`src/upd_pkg.sv`:
```
`timescale 1ns / 1ps
// ----------------------------------------------------------------------------
// upd_pkg
// Shared types and character constants for the URL percent decoder.
// ----------------------------------------------------------------------------
package upd_pkg;

    localparam logic [7:0] CH_PERCENT    = 8'h25;
    localparam logic [7:0] CH_PLUS       = 8'h2B;
    localparam logic [7:0] CH_SPACE      = 8'h20;
    localparam logic [7:0] CH_UNDERSCORE = 8'h5F;
    localparam logic [7:0] CH_DEL        = 8'h7F;

    // Input item
    typedef struct packed {
        logic [7:0] in_byte;
        logic       in_last;
    } t_in_item;

    // Result item
    typedef struct packed {
        logic [7:0] out_byte;
        logic       out_last;
    } t_out_item;

    // One command from front to back: 1..3 bytes, last flag on the final one
    typedef struct packed {
        logic [1:0]      count;
        logic            last;
        logic [2:0][7:0] data;
    } t_cmd;

endpackage

```
`src/url_percent_decoder_unit.sv`:
```
`timescale 1ns / 1ps
// ----------------------------------------------------------------------------
// url_percent_decoder_unit
// Path: each taken byte's command is queued, then loaded into the result register.
// Throughput: one byte in and one decoded byte out per cycle while the queue
// has room and results popped; two or three results of a byte go out in turn.
// Reset (synchronous, active low) clears escape state, query mode, queue
// and output register.
// ----------------------------------------------------------------------------
// URL percent decoder. The front tracks '%' escapes and turns every input
// item into a command of zero to three output bytes. Commands wait in a short
// queue; the back emits them one byte per cycle into a one-item result
// register while it is free or popped; input and output stall independently.
// ----------------------------------------------------------------------------
module url_percent_decoder_unit #(
    parameter int FIFO_DEPTH = 4
) (
    input  logic               i_clk,
    input  logic               i_rst_n,
    // input queue side
    input  logic               push,
    output logic               full,
    input  upd_pkg::t_in_item  i_in_item,
    // result queue side
    output logic               empty,
    input  logic               pop,
    output upd_pkg::t_out_item o_out_item,
    // query_mode register
    input  logic               i_cfg_we,
    input  logic               i_cfg_wdata
);

    logic          accept;
    logic          cmd_wr, cmd_rd, cmd_valid;
    upd_pkg::t_cmd cmd_in, cmd_head;

    // an item is taken whenever the command queue has room
    assign accept = push && !full;

    upd_front u_front (
        .i_clk       (i_clk),
        .i_rst_n     (i_rst_n),
        .i_accept    (accept),
        .i_item      (i_in_item),
        .i_cfg_we    (i_cfg_we),
        .i_cfg_wdata (i_cfg_wdata),
        .o_cmd_valid (cmd_wr),
        .o_cmd       (cmd_in)
    );

    // full comes straight from the queue count, so it is registered
    upd_cmd_fifo #(
        .DEPTH (FIFO_DEPTH)
    ) u_fifo (
        .i_clk   (i_clk),
        .i_rst_n (i_rst_n),
        .i_wr    (cmd_wr),
        .i_wdata (cmd_in),
        .i_rd    (cmd_rd),
        .o_full  (full),
        .o_valid (cmd_valid),
        .o_rdata (cmd_head)
    );

    upd_back u_back (
        .i_clk       (i_clk),
        .i_rst_n     (i_rst_n),
        .i_cmd_valid (cmd_valid),
        .i_cmd       (cmd_head),
        .o_cmd_pop   (cmd_rd),
        .empty       (empty),
        .pop         (pop),
        .o_out_item  (o_out_item)
    );

endmodule

```
`src/upd_front.sv`:
```
`timescale 1ns / 1ps
// ----------------------------------------------------------------------------
// upd_front
// Takes raw bytes, tracks the escape state and builds output commands.
// ----------------------------------------------------------------------------
module upd_front (
    input  logic            i_clk,
    input  logic            i_rst_n,
    input  logic            i_accept,
    input  upd_pkg::t_in_item i_item,
    input  logic            i_cfg_we,
    input  logic            i_cfg_wdata,
    output logic            o_cmd_valid,
    output upd_pkg::t_cmd   o_cmd
);

    typedef enum logic [2:0] {
        ESC_NONE  = 3'b001,
        ESC_PCT   = 3'b010,
        ESC_DIGIT = 3'b100
    } t_esc;

    t_esc       r_phase, n_phase;
    logic [7:0] r_held, n_held;
    logic [3:0] r_held_val, n_held_val;
    logic       r_query_mode;

    logic [7:0] b;
    logic       last;
    logic       b_hex;
    logic [3:0] b_val;
    logic [7:0] decoded, decoded_safe;
    logic       p_open, p_emit;
    logic [7:0] p_byte;

    function automatic logic [4:0] hex_digit(input logic [7:0] c);
        // {valid, value}
        logic [4:0] r;
        r = 5'b0_0000;
        if (c >= 8'h30 && c <= 8'h39)      r = {1'b1, 4'(c - 8'h30)};
        else if (c >= 8'h61 && c <= 8'h66) r = {1'b1, 4'(c - 8'h57)};
        else if (c >= 8'h41 && c <= 8'h46) r = {1'b1, 4'(c - 8'h37)};
        return r;
    endfunction

    assign b    = i_item.in_byte;
    assign last = i_item.in_last;
    assign {b_hex, b_val} = hex_digit(b);

    assign decoded      = {r_held_val, b_val};
    assign decoded_safe = (decoded < 8'd32 || decoded == upd_pkg::CH_DEL)
                          ? upd_pkg::CH_UNDERSCORE : decoded;

    // Ordinary-byte handling
    always_comb begin
        p_open = 1'b0;
        p_emit = 1'b1;
        p_byte = b;
        if (b == upd_pkg::CH_PERCENT) begin
            p_open = !last;
            p_emit = last;
        end else if (r_query_mode && b == upd_pkg::CH_PLUS) begin
            p_byte = upd_pkg::CH_SPACE;
        end
    end

    always_comb begin
        n_phase     = r_phase;
        n_held      = r_held;
        n_held_val  = r_held_val;
        o_cmd       = '0;
        o_cmd.last  = last;
        o_cmd_valid = 1'b0;
        case (r_phase)
            ESC_PCT: begin
                if (b_hex) begin
                    if (last) begin
                        o_cmd.count   = 2'd2;
                        o_cmd.data[0] = upd_pkg::CH_PERCENT;
                        o_cmd.data[1] = b;
                        n_phase       = ESC_NONE;
                    end else begin
                        n_held     = b;
                        n_held_val = b_val;
                        n_phase    = ESC_DIGIT;
                    end
                end else begin
                    o_cmd.data[0] = upd_pkg::CH_PERCENT;
                    o_cmd.data[1] = p_byte;
                    o_cmd.count   = p_emit ? 2'd2 : 2'd1;
                    n_phase       = p_open ? ESC_PCT : ESC_NONE;
                end
            end
            ESC_DIGIT: begin
                if (b_hex) begin
                    o_cmd.count   = 2'd1;
                    o_cmd.data[0] = decoded_safe;
                    n_phase       = ESC_NONE;
                end else begin
                    o_cmd.data[0] = upd_pkg::CH_PERCENT;
                    o_cmd.data[1] = r_held;
                    o_cmd.data[2] = p_byte;
                    o_cmd.count   = p_emit ? 2'd3 : 2'd2;
                    n_phase       = p_open ? ESC_PCT : ESC_NONE;
                end
            end
            default: begin
                o_cmd.data[0] = p_byte;
                o_cmd.count   = p_emit ? 2'd1 : 2'd0;
                n_phase       = p_open ? ESC_PCT : ESC_NONE;
            end
        endcase
        o_cmd_valid = i_accept && (o_cmd.count != 2'd0);
    end

    always_ff @(posedge i_clk) begin
        if (!i_rst_n) begin
            r_phase      <= ESC_NONE;
            r_held       <= '0;
            r_held_val   <= '0;
            r_query_mode <= 1'b0;
        end else begin
            if (i_accept) begin
                r_phase    <= n_phase;
                r_held     <= n_held;
                r_held_val <= n_held_val;
            end
            if (i_cfg_we) begin
                r_query_mode <= i_cfg_wdata;
            end
        end
    end

endmodule

```
`src/upd_cmd_fifo.sv`:
```
`timescale 1ns / 1ps
// ----------------------------------------------------------------------------
// upd_cmd_fifo
// Short command queue between front and back.
// ----------------------------------------------------------------------------
module upd_cmd_fifo #(
    parameter int DEPTH = 4
) (
    input  logic          i_clk,
    input  logic          i_rst_n,
    input  logic          i_wr,
    input  upd_pkg::t_cmd i_wdata,
    input  logic          i_rd,
    output logic          o_full,
    output logic          o_valid,
    output upd_pkg::t_cmd o_rdata
);

    localparam int AW = (DEPTH > 1) ? $clog2(DEPTH) : 1;
    localparam int CW = $clog2(DEPTH + 1);

    upd_pkg::t_cmd r_mem [DEPTH];
    logic [AW-1:0] r_wptr, r_rptr;
    logic [CW-1:0] r_count;

    assign o_full  = (r_count == CW'(DEPTH));
    assign o_valid = (r_count != '0);
    assign o_rdata = r_mem[r_rptr];

    always_ff @(posedge i_clk) begin
        if (i_wr) begin
            r_mem[r_wptr] <= i_wdata;
        end
    end

    always_ff @(posedge i_clk) begin
        if (!i_rst_n) begin
            r_wptr  <= '0;
            r_rptr  <= '0;
            r_count <= '0;
        end else begin
            if (i_wr) begin
                r_wptr <= (r_wptr == AW'(DEPTH - 1)) ? '0 : AW'(r_wptr + 1'b1);
            end
            if (i_rd) begin
                r_rptr <= (r_rptr == AW'(DEPTH - 1)) ? '0 : AW'(r_rptr + 1'b1);
            end
            case ({i_wr, i_rd})
                2'b10:   r_count <= CW'(r_count + 1'b1);
                2'b01:   r_count <= CW'(r_count - 1'b1);
                default: r_count <= r_count;
            endcase
        end
    end

endmodule

```
`src/upd_back.sv`:
```
`timescale 1ns / 1ps
// ----------------------------------------------------------------------------
// upd_back
// Walks commands into the result register, one byte per cycle unless stalled.
// ----------------------------------------------------------------------------
module upd_back (
    input  logic              i_clk,
    input  logic              i_rst_n,
    input  logic              i_cmd_valid,
    input  upd_pkg::t_cmd     i_cmd,
    output logic              o_cmd_pop,
    output logic              empty,
    input  logic              pop,
    output upd_pkg::t_out_item o_out_item
);

    logic [1:0]         r_idx;
    logic               r_out_valid;
    upd_pkg::t_out_item r_out;
    logic               can_load, emit, final_byte;

    assign can_load   = !r_out_valid || pop;
    assign emit       = i_cmd_valid && can_load;
    assign final_byte = (r_idx == 2'(i_cmd.count - 2'd1));
    assign o_cmd_pop  = emit && final_byte;
    assign empty      = !r_out_valid;
    assign o_out_item = r_out;

    always_ff @(posedge i_clk) begin
        if (emit) begin
            r_out.out_byte <= i_cmd.data[r_idx];
            r_out.out_last <= i_cmd.last && final_byte;
        end
    end

    always_ff @(posedge i_clk) begin
        if (!i_rst_n) begin
            r_idx       <= '0;
            r_out_valid <= 1'b0;
        end else begin
            if (emit) begin
                r_idx <= final_byte ? 2'd0 : 2'(r_idx + 2'd1);
            end
            if (can_load) begin
                r_out_valid <= emit;
            end
        end
    end

endmodule

```
`config.mk`:
```
export PLATFORM = sky130hd
export DESIGN_NAME = url_percent_decoder_unit
export DESIGN_NICKNAME = d
export VERILOG_FILES = /design/src/upd_pkg.sv /design/src/url_percent_decoder_unit.sv /design/src/upd_front.sv /design/src/upd_cmd_fifo.sv /design/src/upd_back.sv
export SDC_FILE = /design/constraint.sdc
export NUM_CORES = 1
export LEC_CHECK = 0
export ABC_AREA = 1
export BUFFER_PORTS_ARGS = -buffer_cell sky130_fd_sc_hd__buf_4
export CORE_MARGIN = 4
export CORE_UTILIZATION = 38
export CTS_BUF_LIST = sky130_fd_sc_hd__clkbuf_8
export CTS_CLUSTER_DIAMETER = 150
export DETAILED_ROUTE_END_ITERATION = 10
export HOLD_SLACK_MARGIN = 0.12
export PLACE_DENSITY = 0.54
export REMOVE_ABC_BUFFERS = 1
export SYNTH_ARGS = -nofsm -noshare
export SYNTH_HDL_FRONTEND = slang
export SYNTH_SLANG_ARGS = --single-unit
```
`constraint.sdc`:
```
create_clock -name i_clk -period 4.2 [get_ports i_clk]
set_clock_uncertainty 0.05 [all_clocks]
set_input_delay 0.84 -clock i_clk [delete_from_list [all_inputs] [get_ports i_clk]]
set_output_delay 0.84 -clock i_clk [all_outputs]
set_load 0.05 [all_outputs]
```
==> results of run 1 <==
[per-stage QoR]
stage	power (mW)	hold WS, ps	setup WS [ps]	instance area (um^2)
floorplan	2.608	374.9	739.5	6304
global route	4.288	442.4	905.9	7253
detailed placement	2.998	392.9	703.8	6850
finish	4.060	409.0	1166	7253
global placement	2.973	390.2	762.9	6850
CTS	4.108	406.8	1194	7253
[cells in the mapped netlist (all sizes together), types with 2 or more instances]
cell type  count
edfxtp       117
nor2          96
o21ai         78
nand2         75
inv           59
dfxtp         28
a21oi         27
nand3         23
o22ai         23
clkbuf        17
o211ai        14
ha            10
buf            8
nor3           6
nand4          5
xor2           5
a32o           4
o221ai         4
a31oi          2
[worst max-delay path, delay by kind of cell]
family	cells	cell delay, ps
buffers and inverters	5	450
adders and majority gates	3	770
and+or+nand+nor	6	820
AOI/OAI and AO/OA	4	440
[report_power, final]
part | internal [mW] | total, mW | switching [mW]
Sequential | 1.79 | 1.84 | 0.0495
Combinational | 0.319 | 1.11 | 0.787
Clock | 0.582 | 1.12 | 0.535
[flip-flops by register name, summed over array words and instances (netlist names), named ones only]
register / flops
u_fifo.r_mem: 108
u_back.o_out_item: 9
u_front.r_held: 8
u_front.r_held_val: 4
u_fifo.r_count: 3
u_front.r_phase: 3
u_back.r_idx: 2
u_fifo.r_rptr: 2
u_fifo.r_wptr: 2
u_back.r_out_valid: 1
u_front.r_query_mode: 1
[area by class of cell]
class                   instances  share of cell area (%)
inverters                      59                   3.157
multi-input cells             376                   27.81
well taps                     220                   3.795
clock buffers                  17                   3.226
repair buffers                 34                   3.519
clock inverters                15                   2.329
flip-flops and latches        145                   56.17
[worst paths after layout]
kind	from	end	slack, ps	cells after the start
setup / recovery	i_in_item[2]	u_fifo.r_count[2]	1170	18
hold / removal	u_front.r_held[3]	u_front.r_held[3]	410	2
setup reg to reg	register	u_fifo.r_count[2]	1270	17
hold reg to reg	u_front.r_held[3]	u_front.r_held[3]	410	2
[cells by family after synthesis]
group	after synthesis
xor+xnor	5
buf+inv	84
simple gates	207
fa+ha+maj	11
flops	145
compound gates	153
[per-layer routing]
| layer | part of all wire, % | vias up |
|---|---|---|
| met5 | 0 | - |
| met4 | 1.7 | 0 |
| met3 | 5.8 | 21 |
| met2 | 48 | 123 |
| met1 | 45 | 2179 |
| li1 | - | 2181 |
==> reports/metrics.yaml, run 1 <==
layout_common_cells: "117 x edfxtp_1, 90 x nor2_1, 76 x o21ai_0, 67 x nand2_1, 49 x inv_1"
busiest_layer: "met2"
synth_top_family_by_area: "simple AND/OR/NAND/NOR gates"
maxCapViolCount: 0
syn_area_um2: 6431
drv_slew: 0
drt_wl_total_mm: 14.91
p_per_area_nw_per_um2: 559.8
grt_start_max_net_pins: 55
rows: 47
numCtsBuffers: 17
final_common_cell: "edfxtp_1"
worst_pin_slew_ps: 954.7
cts_tree: "yes"
synth_fa_ha_area_share_pct: 2.257
dieHeight_um: 138.1
synth_flop_cell: "edfxtp_1"
path_max_fanout: 17
io_buffers: 25
via_per_inst: 5.201
drive_above_1_share_pct: 15.17
cts_setup_buffers: 0
grt_pass1_wl_mm: 23.77
syn_to_final_growth_pct: 12.78
path_class: "in -> reg"
p_leak_nw: 2.603
seq_area_frac_synth_pct: 63.35
avgSynthCellArea_um2: 10.63
clock_latency_ps: 440
cts_buffer_depth: 2
gr-usage-met3_pct: 3.419
setup.worst_path.end_class: "register"
synth-edff-count: 117
ant_nets: 0
seq_area_um2: 4074
wl_per_cell_um: 17.22
slowest_delay_ps: 380
critPathLaunchType: "input port"
async_flop_share_pct: 0
cts.sinks: 145
period_share_pct: 72.24
drt-initial-drc-count: 322
gr-total-overflow: 0
synth_cell_type_count: 38
synth_cells: 605
status: "finished clean"
cts_root_buf: "clkbuf_8"
netlist.area_leader.share_pct: 54.63
ys_seq_elements: 145
synth_top_area_cell: "edfxtp_1"
htree_levels: 4
multi_input_comb_area_um2: 2017
max_freq_mhz: 329.6
antenna_found_initial: 0
rsz0062_at_grt: "false"
core_um2: 16580
die_area_um2: 19070
dieWidth_um: 138.1
fin_nets: 659
cp.arrival_ps: 3310
use_met2_pct: 26.10
hold_violations: 0
place_congestion: 0.8862
synthSimpleGateAreaFrac_pct: 14.51
fillers: 1568
use_met1_pct: 21.36
synth_area_leaders: "edfxtp_1 55%, dfxtp_1 8.7%, o21ai_0 5.9%"
ir_worst_vdd_uv: 212.7
cts.repair.resized: 0
dp_hpwl_mm: 9.444
relSlewSlack_pct: 36.12
dr.pass1.iters: 5
cpMaxStageDelayCell: "fa_1"
via_count: 4504
period_minus_slack_ps: 3034
dp.cells: 834
holdBufCountCts: 0
crit_chain: "buf_4 -> inv_1 -> ha_1 -> inv_1 -> nand3_1 -> nand3_2 -> nand2_8 -> inv_4 -> nand2_4 -> nand3_4 -> nand2_2 -> ha_1 -> inv_1 -> fa_1 -> a21oi_1 -> o21ai_0 -> o21ai_0 -> a21oi_1"
final_util_pct: 43.74
synth_mux_area_share_pct: 0
cts.clk_slew.worst_paths_ps: 80
worstPathRequired_ps: 4480
finalSetupTns_ps: 0
hp-class: "reg -> reg"
crit_top_cell: "inv_1"
initial_core_util_pct: 38.78
drcViolationCount: 0
synth_warnings: 0
grt_use_total_pct: 16.04
grt_pass1_vias: 4342
layoutNonFillerInstCount: 866
n_antenna_cell: 0
synth_compound_area_share_pct: 13.66
setup_viol: 0
pin_count: 26
synth_xor_area_share_pct: 0.6809
Power figures use the tool's default switching activity.
==> run 2: changes to the inputs <==
==> constraint.sdc (replaced) <==
create_clock -name i_clk -period 3 [get_ports i_clk]
set_clock_uncertainty 0.05 [all_clocks]
set_input_delay 0.6 -clock i_clk [delete_from_list [all_inputs] [get_ports i_clk]]
set_output_delay 0.6 -clock i_clk [all_outputs]
set_load 0.05 [all_outputs]
==> reports/metrics.yaml, run 2 (same netlist as run 1, synthesis figures left out) <==
p_per_area_nw_per_um2: 778.2
worst_pin_slew_ps: 907.7
place_congestion: 0.9065
pin_count: 26
cts_root_buf: "clkbuf_8"
setup_ws_ps: 330.3
drv_slew: 0
power_mw: 5.718
switchingPower_mw: 1.921
syn_to_final_growth_pct: 14.26
antenna_found_initial: 0
hp-start: "i_cfg_we"
initial_core_util_pct: 38.78
io_buffers: 25
path_max_fanout: 19
period_share_pct: 88.99
drt_wl_total_mm: 15.20
dpl_worst_slack_ps: -21.61
finalSetupTns_ps: 0
p_seq_share_pct: 45.1
drt-initial-drc-count: 327
timing.hold.ws_ps: 281.8
layout_common_cells: "117 x edfxtp_1, 90 x nor2_1, 76 x o21ai_0, 67 x nand2_1, 49 x inv_1"
drcViolationCount: 0
whs_endpoint: "u_front.r_query_mode"
postLayoutCellArea_um2: 7348
critPathLaunchType: "register"
drive_above_1_share_pct: 15.95
setup_viol: 0
setup.worst_path.end_class: "register"
final_common_cell: "edfxtp_1"
dieHeight_um: 138.1
relSlewSlack_pct: 39.26
grt_pass1_wl_mm: 24.25
combPwrFrac_pct: 27.8
cts.sinks: 145
numCtsBuffers: 17
maxCapViolCount: 0
top_register: "u_fifo.r_mem"
pwr-share-clk_pct: 27.1
holdBufCountCts: 0
htree_levels: 4
dp.cells: 840
hp-class: "in -> reg"
cts.repair.resized: 0
dr.pass1.iters: 5
dieWidth_um: 138.1
cp.arrival_ps: 2950
path_class: "reg -> reg"
wl_per_cell_um: 17.43
layoutNonFillerInstCount: 872
cts_setup_buffers: 0
via_count: 4492
ir_worst_vdd_uv: 416.1
gr-total-overflow: 0
fin_nets: 665
cts.clk_slew.worst_paths_ps: 80
rows: 47
fillers: 1585
place_area_um2: 6945
p_leak_nw: 2.653
cts_tree: "yes"
die_area_um2: 19070
grt_start_max_net_pins: 49
hold_violations: 0
power_switching_share_pct: 33.59
grt_use_total_pct: 16.16
rsz0062_at_grt: "false"
r2r_setup_slack_ps: 330
n_antenna_cell: 0
via_per_inst: 5.151
clock_latency_ps: 440
cts_buffer_depth: 2
core_um2: 16580
r2r-end: "u_fifo.r_count[2]"
final_util_pct: 44.31
grt_pass1_vias: 4393
min_path_cells: 2
largest_reg_flops: 108
ff2ff_path_depth: 14
ant_nets: 0
worstPathRequired_ps: 3280
dp_hpwl_mm: 9.622
status: "finished clean"
max_freq_mhz: 374.6
period_minus_slack_ps: 2670
p_int_mw: 3.797
[run 2: critical path, cell delays in order (launching register included)]
cell     delay, ps
dfxtp_1        370
inv_2          350
nand3_1        170
nand3_1        160
nand2_1         60
nand2_1         90
nand3_2        120
inv_2          130
ha_1           150
inv_1           60
fa_1           380
a21oi_1        140
o21ai_0        100
o21ai_0        160
a21oi_1         60
[run 2: final cells by class]
class	count	area [um^2]	area share, %
Inverter	59	229.0	3.116
Clock buffer	17	234.0	3.184
Sequential cell	145	4074	55.44
Timing Repair Buffer	40	350.3	4.768
Multi-Input combinational cell	376	2017	27.45
Clock inverter	15	168.9	2.299
Tap cell	220	275.3	3.746
[run 2: routing by layer]
layer | vias to the layer above | track usage [%] | part of all wire (%)
li1 | 2194 | - | -
met1 | 2189 | 21.99 | 47
met2 | 103 | 25.77 | 47
met3 | 6 | 3.971 | 4.8
met4 | 0 | 4.888 | 0.73
met5 | - | 0 | 0
[run 2: worst max path at each step]
stage                       startpoint                end  slack, ps  cells past startpoint
after floorplan               register  u_fifo.r_count[2]       -270                     15
after global placement    i_in_item[2]  u_fifo.r_count[2]         30                     18
after detailed placement  i_in_item[2]  u_fifo.r_count[2]        -20                     18
after CTS                     register  u_fifo.r_count[2]        310                     14
after global routing          register  u_fifo.r_count[2]         20                     14
final                         register  u_fifo.r_count[2]        330                     14
[run 2: power by group through the flow]
stage | clock network, mW | registers (mW) | logic (mW)
after floorplan | 0 | 2.89 | 0.757
after global placement | 0 | 2.62 | 1.59
after detailed placement | 0 | 2.63 | 1.61
after CTS | 1.59 | 2.58 | 1.61
after global routing | 1.69 | 2.60 | 1.75
final | 1.55 | 2.58 | 1.59
